<file path="src/rtl/lif_pkg.sv">
// Shared types and constants for the toroidal life grid block.
// Used by every module under rtl/; no dependencies.
`default_nettype none
package lif_pkg;

  localparam int ROW_W   = 64;   // cells per row word
  localparam int ADDR_W  = 6;    // row address bits
  localparam int DIM_W   = 7;    // active size register width
  localparam int GEN_W   = 8;    // generation count width
  localparam int GRID_ROWS = 64;

  localparam logic [DIM_W-1:0] MIN_DIM = 7'd3;
  localparam logic [DIM_W-1:0] MAX_DIM = 7'd64;

  // configuration register indexes
  localparam logic CFG_COLUMNS = 1'b0;
  localparam logic CFG_ROWS    = 1'b1;

  typedef enum logic [1:0] {
    CMD_WRITE  = 2'd0,
    CMD_TOGGLE = 2'd1,
    CMD_RUN    = 2'd2,
    CMD_READ   = 2'd3
  } lif_cmd_t;

  typedef struct packed {
    lif_cmd_t          command;
    logic [5:0]        column;
    logic [5:0]        row;
    logic              cell_value;
    logic [GEN_W-1:0]  generation_count;
  } lif_in_t;

  typedef struct packed {
    logic ok;
    logic read_value;
  } lif_out_t;

endpackage
`default_nettype wire

</file>
<file path="src/rtl/lif_row_rule.sv">
// B3/S23 update of one row word from its upper, own and lower rows.
// Columns wrap at the active width; inactive columns keep their value.
// Depends on lif_pkg.
`default_nettype none
module lif_row_rule (
  input  wire logic [lif_pkg::ROW_W-1:0] up,
  input  wire logic [lif_pkg::ROW_W-1:0] mid,
  input  wire logic [lif_pkg::ROW_W-1:0] dn,
  input  wire logic [lif_pkg::DIM_W-1:0] cols,
  output logic      [lif_pkg::ROW_W-1:0] nxt
);
  import lif_pkg::*;

  logic [ADDR_W-1:0] last_idx;
  assign last_idx = ADDR_W'(cols - 7'd1);

  for (genvar c = 0; c < ROW_W; c++) begin : g_col
    localparam int LI = (c == 0) ? 0 : c - 1;
    localparam int RI = (c == ROW_W - 1) ? 0 : c + 1;
    logic       is_last;
    logic       u_l, u_r, m_l, m_r, d_l, d_r;
    logic [3:0] n;
    logic       live;

    assign is_last = (last_idx == ADDR_W'(c));
    assign u_l = (c == 0) ? up[last_idx]  : up[LI];
    assign m_l = (c == 0) ? mid[last_idx] : mid[LI];
    assign d_l = (c == 0) ? dn[last_idx]  : dn[LI];
    assign u_r = is_last ? up[0]  : up[RI];
    assign m_r = is_last ? mid[0] : mid[RI];
    assign d_r = is_last ? dn[0]  : dn[RI];

    assign n = 4'(u_l) + 4'(up[c]) + 4'(u_r) + 4'(m_l) + 4'(m_r)
             + 4'(d_l) + 4'(dn[c]) + 4'(d_r);
    assign live = (n == 4'd3) || (mid[c] && (n == 4'd2));
    assign nxt[c] = (DIM_W'(c) < cols) ? live : mid[c];
  end

endmodule
`default_nettype wire

</file>
<file path="config.mk">
export PLATFORM = sky130hd
export DESIGN_NAME = lif_row_rule
export DESIGN_NICKNAME = d
export VERILOG_FILES = /design/src/rtl/lif_pkg.sv /design/src/rtl/lif_row_rule.sv
export SDC_FILE = /design/constraint.sdc
export NUM_CORES = 1
export LEC_CHECK = 0
export ABC_AREA = 1
export ABC_CLOCK_PERIOD_IN_PS = 16000
export BUFFER_PORTS_ARGS = -buffer_cell sky130_fd_sc_hd__buf_2
export CAP_MARGIN = 10
export CELL_PAD_IN_SITES_DETAIL_PLACEMENT = 2
export CELL_PAD_IN_SITES_GLOBAL_PLACEMENT = 2
export CORE_MARGIN = 8
export CORE_UTILIZATION = 36
export DETAILED_ROUTE_END_ITERATION = 10
export GPL_TIMING_DRIVEN = 0
export PLACE_DENSITY_LB_ADDON = 0.12
export RECOVER_POWER = 100
export REMOVE_ABC_BUFFERS = 1
export SYNTH_ARGS = -nofsm -noshare
export SYNTH_HDL_FRONTEND = slang
export SYNTH_SLANG_ARGS = --single-unit
</file>
<file path="constraint.sdc">
create_clock -name vclk -period 16
set_input_delay 4 -clock vclk [all_inputs]
set_output_delay 4 -clock vclk [all_outputs]
set_load 0.02 [all_outputs]
</file>
==> results of run 1 <==
-- power by group --
part	total, mW	leakage (nW)	switching [mW]	internal, mW
logic	1.12	9.36	0.701	0.422
registers	0	0	0	0
clock network	0.0000000336	0.0000254	0	0.0000000336
-- worst max path at each step --
stage	endpoint	slack, ns	cells past startpoint
finish	nxt[30]	0.97	19
global route	nxt[41]	0.61	19
CTS	nxt[55]	1.46	23
detailed placement	nxt[55]	1.47	23
global placement	nxt[0]	-2.17	23
floorplan	nxt[0]	2.79	19
-- critical path, delay by kind of cell --
| family | cells | cell delay (ns) |
|---|---|---|
| AOI/OAI and AO/OA | 4 | 0.61 |
| xor gates and xnor gates | 1 | 1.41 |
| adders and majority gates | 4 | 1.58 |
| buffers and inverters | 5 | 1.27 |
| and+or+nand+nor | 5 | 2.07 |
-- routing by layer --
layer / part of all wire / wire [µm] / global-route usage / vias to the layer above
met5: 0.00033 / 23 / 0 / -
met4: 0.033 / 2320 / 0.0862 / 4
met1: 0.44 / 30900 / 0.353 / 8804
li1: - / - / - / 7833
met3: 0.037 / 2620 / 0.0174 / 100
met2: 0.49 / 34800 / 0.484 / 385
-- synth_stat cells, drive strengths merged --
library cell    n  share of area
xnor2           1         0.0010
a31oi          10         0.0039
o22ai           6         0.0024
a22o            1        0.00055
a211o           5         0.0028
nor2          185          0.052
o31ai           1        0.00047
o21a            1        0.00047
o21ai         229          0.072
nand2         653           0.16
o221ai          4         0.0022
clkinv          1        0.00024
a211oi          8         0.0038
inv           360          0.085
buf            23         0.0089
fa            256           0.32
clkbuf         40         0.0094
o2111ai        14         0.0077
o211ai         34          0.016
xor2            3         0.0033
a21oi         149          0.047
a21o            3         0.0014
nand3b          1        0.00047
nand3         121          0.039
ha            197           0.16
-- stage by stage --
step	area [µm²]	cells	hold slack, ns	total power, mW	setup TNS (ns)
floorplan	15600	2243	8.13	0.739	0
global placement	17700	3098	8.40	1.04	-71.57
detailed placement	17900	3105	8.40	1.14	0
CTS	17900	3105	8.40	1.15	0
global route	17800	3110	8.46	1.28	0
finish	17800	3110	8.40	1.12	0
-- area by class of cell --
class,count,area (µm²),share of cell area
inverter,361,1370,0.0768
tap,592,741,0.0416
antenna,4,10.0,0.000562
multi-input combinational,1882,14200,0.799
timing repair buffer,271,1460,0.0818
-- kinds of logic after synthesis --
family / Yosys count / share of synthesized area
xor gates and xnor gates: 4 / 0.00433
buffers and inverters: 424 / 0.104
and+or+nand+nor: 960 / 0.254
AOI/OAI and AO/OA: 465 / 0.161
adders and majority gates: 453 / 0.477
==> run metrics, run 1 <==
RSZ-0062 raised after global routing=false; most frequent cells in the layout=nand2_1, inv_1, fa_1; Die Width=around 230 µm; global-route wire length before repair=about 110000 µm; failing checks=max-capacitance violations, max-slew violations; Vias/cell=approximately 5.5; fin crit share=0.939; slowest CP cell=xor2_1; Worst Tran Pin Value=1.96 ns; relative slew slack=-0.308; Worst Path Arrival=around 11 ns; PD cells=~63 nW/µm²; slowest stage delay, CP=1.41 ns; routed via count=between 15000 and 20000; minimum clock period=15.03 ns; Syn Inst Count=~2300; share of cells above drive strength 1=0.108; PortBufs=between 200 and 300; DP Worst Slack=between 1 and 1.5 ns; critical path startpoint=cols[0]; Site Rows=77; CP startpoint kind=input port; final core occ=0.405; Syn. warnings=0; DRT Wirelength=between 70000 and 80000 µm; Req. time, crit path=12.00 ns; Max Cap Viol=2; Slew Viols, Final=35; area grow syn2layout=11.9%; largest net degree at the start of global routing=between 80 and 90; GPL Wtd Cong=0.829; initial antenna violation count=8; Mapped Area=15900 µm²; hold path depth=4; CP max FO=62; Die Ht=226 µm; wire per inst=roughly 23 µm; critical setup path kind=input port to output port; Post-CTS Setup Inserts=0; critical path endpoint category=output port; Setup WS post-layout=just under 1 ns; core box area=roughly 44000 µm²; HP Class=input port to output port; sequential-to-total area share from yosys stat=0; Hold Path Origin=mid[48]; Die ar.=around 51000 µm²; Worst Hold Path EP=nxt[48]; antenna-violating nets left=0; endpoints failing hold=0; Leak=9.36 nW; IO Count=between 200 and 300; Fillers=5419; Mapped Avg Cell Area=6.90 µm²; Crit path top cell by count=fa_1; vias in the first global route=just under 20000; post-DP HPWL=between 50000 and 60000 µm; final setup fails=0; crit path cell chain=buf_4 -> inv_4 -> buf_16 -> nand2_4 -> xor2_1 -> nand2_1 -> nor2_1 -> nand2_1 -> nor2_1 -> a21oi_1 -> fa_1 -> inv_1 -> fa_1 -> ha_1 -> fa_1 -> o21ai_0 -> o211ai_1 -> a21oi_1 -> clkbuf_1; NumNets Final=around 3200; DRC viols=0; largest vdd supply drop=25.4 µV; sequential cell count=0; Cell variety after synth=41; GRT Util Overall=0.274; final-layout clock buffer total=0; grt ovf=0; Initial Utilization=0.362; hold buffers post-CTS=0; most common cell after layout, fill and taps aside=nand2_1; DRT iter0 DRCs=approximately 620; Reg area=0 µm²; status=complete, but fails checks; fmax=66.5 MHz; DRT Pass-1 Iters=5; Resized Gates After CTS=0
(Power assumes the default switching activity.)
==> inputs of run 2 (changes only) <==
- ABC_AREA: 1 -> not set
- CORE_UTILIZATION: 36 -> 40
==> run 2 against run 1 <==
Compared with the run above:
- the flow still finishes with violations (max-capacitance violations, max-slew violations)
- die area is 11% lower
- via count is 16% lower
- count of clock-buffer cells in the layout stayed put
- global-route usage is 0.58 points higher
- synthesized cell count is 24% lower
- first-iteration DRC count is 0.65% higher
- final cell count is 21% lower
- critical path type unchanged
==> run metrics, run 2 <==
status=complete, but fails checks; failing checks=max-capacitance violations, max-slew violations; PortBufs=between 200 and 300; endpoints failing hold=0; DRC viols=0; critical path endpoint category=output port; P_sw=~0.67 mW; Vias/cell=slightly below 6; NumNets Final=2603; Cell variety after synth=between 50 and 60; Slew Viols, Final=58; HP Class=input port to output port; Placed Area=roughly 17000 µm²; Worst Path Arrival=~11 ns; DRT Wirelength=about 64000 µm; global-route wire length before repair=a little under 100000 µm; CP startpoint kind=input port; largest vdd supply drop=26.4 µV; Max Cap Viol=3; Die Ht=between 200 and 250 µm; critical path startpoint=cols[0]; largest net degree at the start of global routing=between 50 and 60; PD cells=62.6 nW/µm²; antenna-violating nets left=0; GPL Wtd Cong=around 0.86; Syn Inst Count=roughly 1700; most frequent cells in the layout=inv_1, fa_1, buf_2; final setup fails=0; hold buffers post-CTS=0; DRT Pass-1 Iters=5; post-route setup TNS=0 ns; share of cells above drive strength 1=0.195; wire per inst=approximately 26 µm; DRT iter0 DRCs=621; core box area=roughly 39000 µm²; Mapped Avg Cell Area=8.97 µm²; Reg power frac=0; RSZ-0062 raised after global routing=false; fmax=66.4 MHz; count leader, synth=inv_1; fin crit share=0.941; Leak=~8.5 nW; Switching Share=0.612; initial antenna violation count=2; sequential cell count=0; CP max FO=29; top cells by area, synth=fa_1, ha_1, mux2i_1; Site Rows=72; relative slew slack=-0.287; minimum clock period=~15 ns; Die ar.=about 46000 µm²; Pint=0.423 mW; Worst Tran Pin Value=1.93 ns; Clock power frac=0; Die Width=214 µm; Mapped Area=15700 µm²; post-DP HPWL=about 54000 µm; top cell type's share of synthesized area=0.327; Post-CTS Setup Inserts=0; sequential-to-total area share from yosys stat=0; Req. time, crit path=~12 ns; GRT Util Overall=0.280; critical setup path kind=input port to output port; most common cell after layout, fill and taps aside=inv_1; routed via count=14500; Syn. warnings=0; Reg area=0 µm²; combinational fraction of design power=1.000; leading area contributor after synthesis=fa_1; final-layout clock buffer total=0; fin area=around 17000 µm²; Initial Utilization=0.405; area grow syn2layout=11.5%; vias in the first global route=~17000; IO Count=between 200 and 300; grt ovf=0; most common library cells after synthesis=inv_1, fa_1, a21oi_1, ha_1, mux2i_1; Resized Gates After CTS=0; Critical Path Sink=nxt[54]
-- run 2: how the worst min path moves through the flow --
stage | from | end | slack (ns) | depth (start not counted)
finish | mid[60] | nxt[60] | 8.43 | 4
global route | mid[63] | nxt[63] | 8.46 | 4
CTS | mid[52] | nxt[52] | 8.44 | 4
detailed placement | mid[52] | nxt[52] | 8.44 | 4
global placement | mid[60] | nxt[60] | 8.41 | 4
floorplan | mid[1] | nxt[1] | 8.19 | 2
-- run 2: worst max-delay path, cell delays in order --
cell and delay (ns):
clkbuf_1 0.68, buf_12 0.32, inv_1 0.22, ha_1 0.43, nand2b_1 0.26, o22ai_1 0.99, and2_0 0.85, nand2_1 0.30
mux2i_1 0.20, fa_1 0.52, inv_1 0.07, fa_1 0.57, fa_1 0.21, inv_1 0.06, fa_1 0.37, a2111oi_0 0.37
a21oi_1 0.09, o21a_1 0.18, nor2_1 0.08, clkbuf_1 0.24
-- run 2: power by group through the flow --
| stage | combinational [mW] | sequential, mW | clock [mW] |
|---|---|---|---|
| finish | 1.09 | 0 | 0.0000000252 |
| floorplan | 0.716 | 0 | 0 |
| global route | 1.23 | 0 | 0.0000000251 |
| CTS | 1.11 | 0 | 0 |
| detailed placement | 1.11 | 0 | 0 |
| global placement | 1.01 | 0 | 0 |
-- run 2: cells by family after synthesis --
kind of cell / synth area share
XOR/XNOR: 0.00392
AO/OA/AOI/OAI: 0.145
multiplexers: 0.179
adder cells (fa/ha/maj): 0.485
buffers and inverters: 0.0890
AND/OR/NAND/NOR: 0.0975
-- run 2: layout make-up --
type | instances | area, µm²
diodes | 3 | 7.51
fillers | 4373 | 21200
multi-input cells | 1392 | 14300
well taps | 518 | 648
inverters | 284 | 1070
repair buffers | 273 | 1450
-- run 2: through the flow --
stage	setup WS (ns)	hold WS, ns	power [mW]	cells	utilization
2_1_floorplan	2.23	8.19	0.716	1676	-
3_3_place_gp	-0.997	8.41	1.01	2457	0.447
3_5_place_dp	1.16	8.44	1.11	2465	0.453
4_1_cts	1.15	8.44	1.11	2465	0.453
5_1_grt	0.739	8.46	1.23	2470	0.451
6_report	0.945	8.43	1.09	2470	0.451
-- run 2: per-layer routing --
| layer | share of wire | track usage |
|---|---|---|
| met5 | 0 | 0 |
| met4 | 0.033 | 0.0863 |
| met3 | 0.034 | 0.0165 |
| met2 | 0.52 | 0.517 |
| met1 | 0.41 | 0.345 |
==> inputs of run 3 (changes only) <==
==> constraint.sdc (replaced) <==
create_clock -name vclk -period 16
set_input_delay 4 -clock vclk [all_inputs]
set_output_delay 4 -clock vclk [all_outputs]
set_load 0.005 [all_outputs]
==> run 3 against run 2 <==
Compared with the run above:
- routed wire length about the same
- largest cell class unchanged
- die area did not move
- critical path depth did not move
- core utilization is 0.18 points lower
- first-iteration DRC count up 11%
- maximum frequency up 0.93%
- critical endpoint is now nxt[53]
- the run still ends with max-capacitance violations, max-slew violations left
- worst hold slack worse by 0.052 ns
- non-clock buffer count is the same
==> run metrics, run 3 (synthesis results as in run 2) <==
final core occ=0.450; relative slew slack=-0.266; wire per inst=about 26 µm; Die ar.=around 46000 µm²; status=complete, but fails checks; final setup fails=0; GRT Util Overall=0.280; RSZ-0062 raised after global routing=false; Site Rows=just over 70; Placed Area=roughly 17000 µm²; Fillers=between 4000 and 5000; most common cell after layout, fill and taps aside=inv_1; NumNets Final=between 2000 and 3000; share of cells above drive strength 1=0.195; area taken by multi-input logic gates=14200 µm²; area grow syn2layout=11.0%; most frequent cells in the layout=inv_1, fa_1, buf_2; global-route wire length before repair=just under 100000 µm; vias in the first global route=17300; DRC viols=0; antenna-violating nets left=0; DRT iter0 DRCs=between 600 and 700; PortBufs=roughly 260; critical setup path kind=input port to output port; Worst Path Arrival=around 11 ns; Initial Utilization=0.405; endpoints failing hold=0; grt ovf=0; fin area=between 15000 and 20000 µm²; routed via count=14500; Die Ht=214 µm; Resized Gates After CTS=0; post-DP HPWL=53700 µm; GPL Wtd Cong=about 0.86; Vias/cell=5.86; fin crit share=0.932; DRT Pass-1 Iters=4; CP startpoint kind=input port; minimum clock period=14.92 ns; IO Count=263; largest net degree at the start of global routing=59; Post-CTS Setup Inserts=0; DRT Wirelength=approximately 64000 µm; initial antenna violation count=2; sequential cell count=0; Slew Viols, Final=45; Die Width=between 200 and 250 µm; failing checks=max-capacitance violations, max-slew violations; CP max FO=29; Reg area=0 µm²; fin cells=2471; Req. time, crit path=12.00 ns; fmax=around 67 MHz; Worst Tran Pin Value=1.90 ns; post-route setup TNS=0 ns; HP Class=input port to output port; hold buffers post-CTS=0; critical path endpoint category=output port; Cells after DPL=between 2000 and 2500; final-layout clock buffer total=0; Max Cap Viol=3; core box area=between 30000 and 40000 µm²
[run 3: through the flow]
step	setup slack, ns	hold slack (ns)
finish	1.08	8.38
global route	0.753	8.41
CTS	1.20	8.39
detailed placement	1.21	8.39
global placement	-0.946	8.36
floorplan	2.44	8.11
[run 3: path summary, 6_finish.rpt]
kind,start,endpoint,slack (ns),cells past startpoint
worst max-delay path,cols[0],nxt[53],1.08,20
worst min-delay path,mid[60],nxt[60],8.38,4
[run 3: metal layers]
metal,track usage,routed length (µm),up-vias
met3,0.0165,2380,106
li1,-,-,6423
met2,0.517,33500,344
met4,0.0863,2040,0
met5,0,0,-
met1,0.345,26500,7614
[run 3: area by class of cell]
class | count | share of cell area
Multi-Input combinational cell | 1392 | 0.817
Inverter | 284 | 0.0614
Timing Repair Buffer | 273 | 0.0835
Tap cell | 518 | 0.0373
Antenna cell | 4 | 0.000576
[run 3: worst max-delay path: stages]
cell,delay [ns]
clkbuf_1,0.67
buf_12,0.32
inv_1,0.23
ha_1,0.43
nand2b_1,0.25
o22ai_1,0.99
and2_0,0.79
nand2_1,0.26
mux2i_1,0.22
fa_1,0.52
inv_1,0.06
fa_1,0.57
fa_1,0.21
inv_1,0.06
fa_1,0.37
a2111oi_0,0.37
a21oi_1,0.08
o21a_1,0.18
nor2_1,0.14
clkbuf_1,0.13
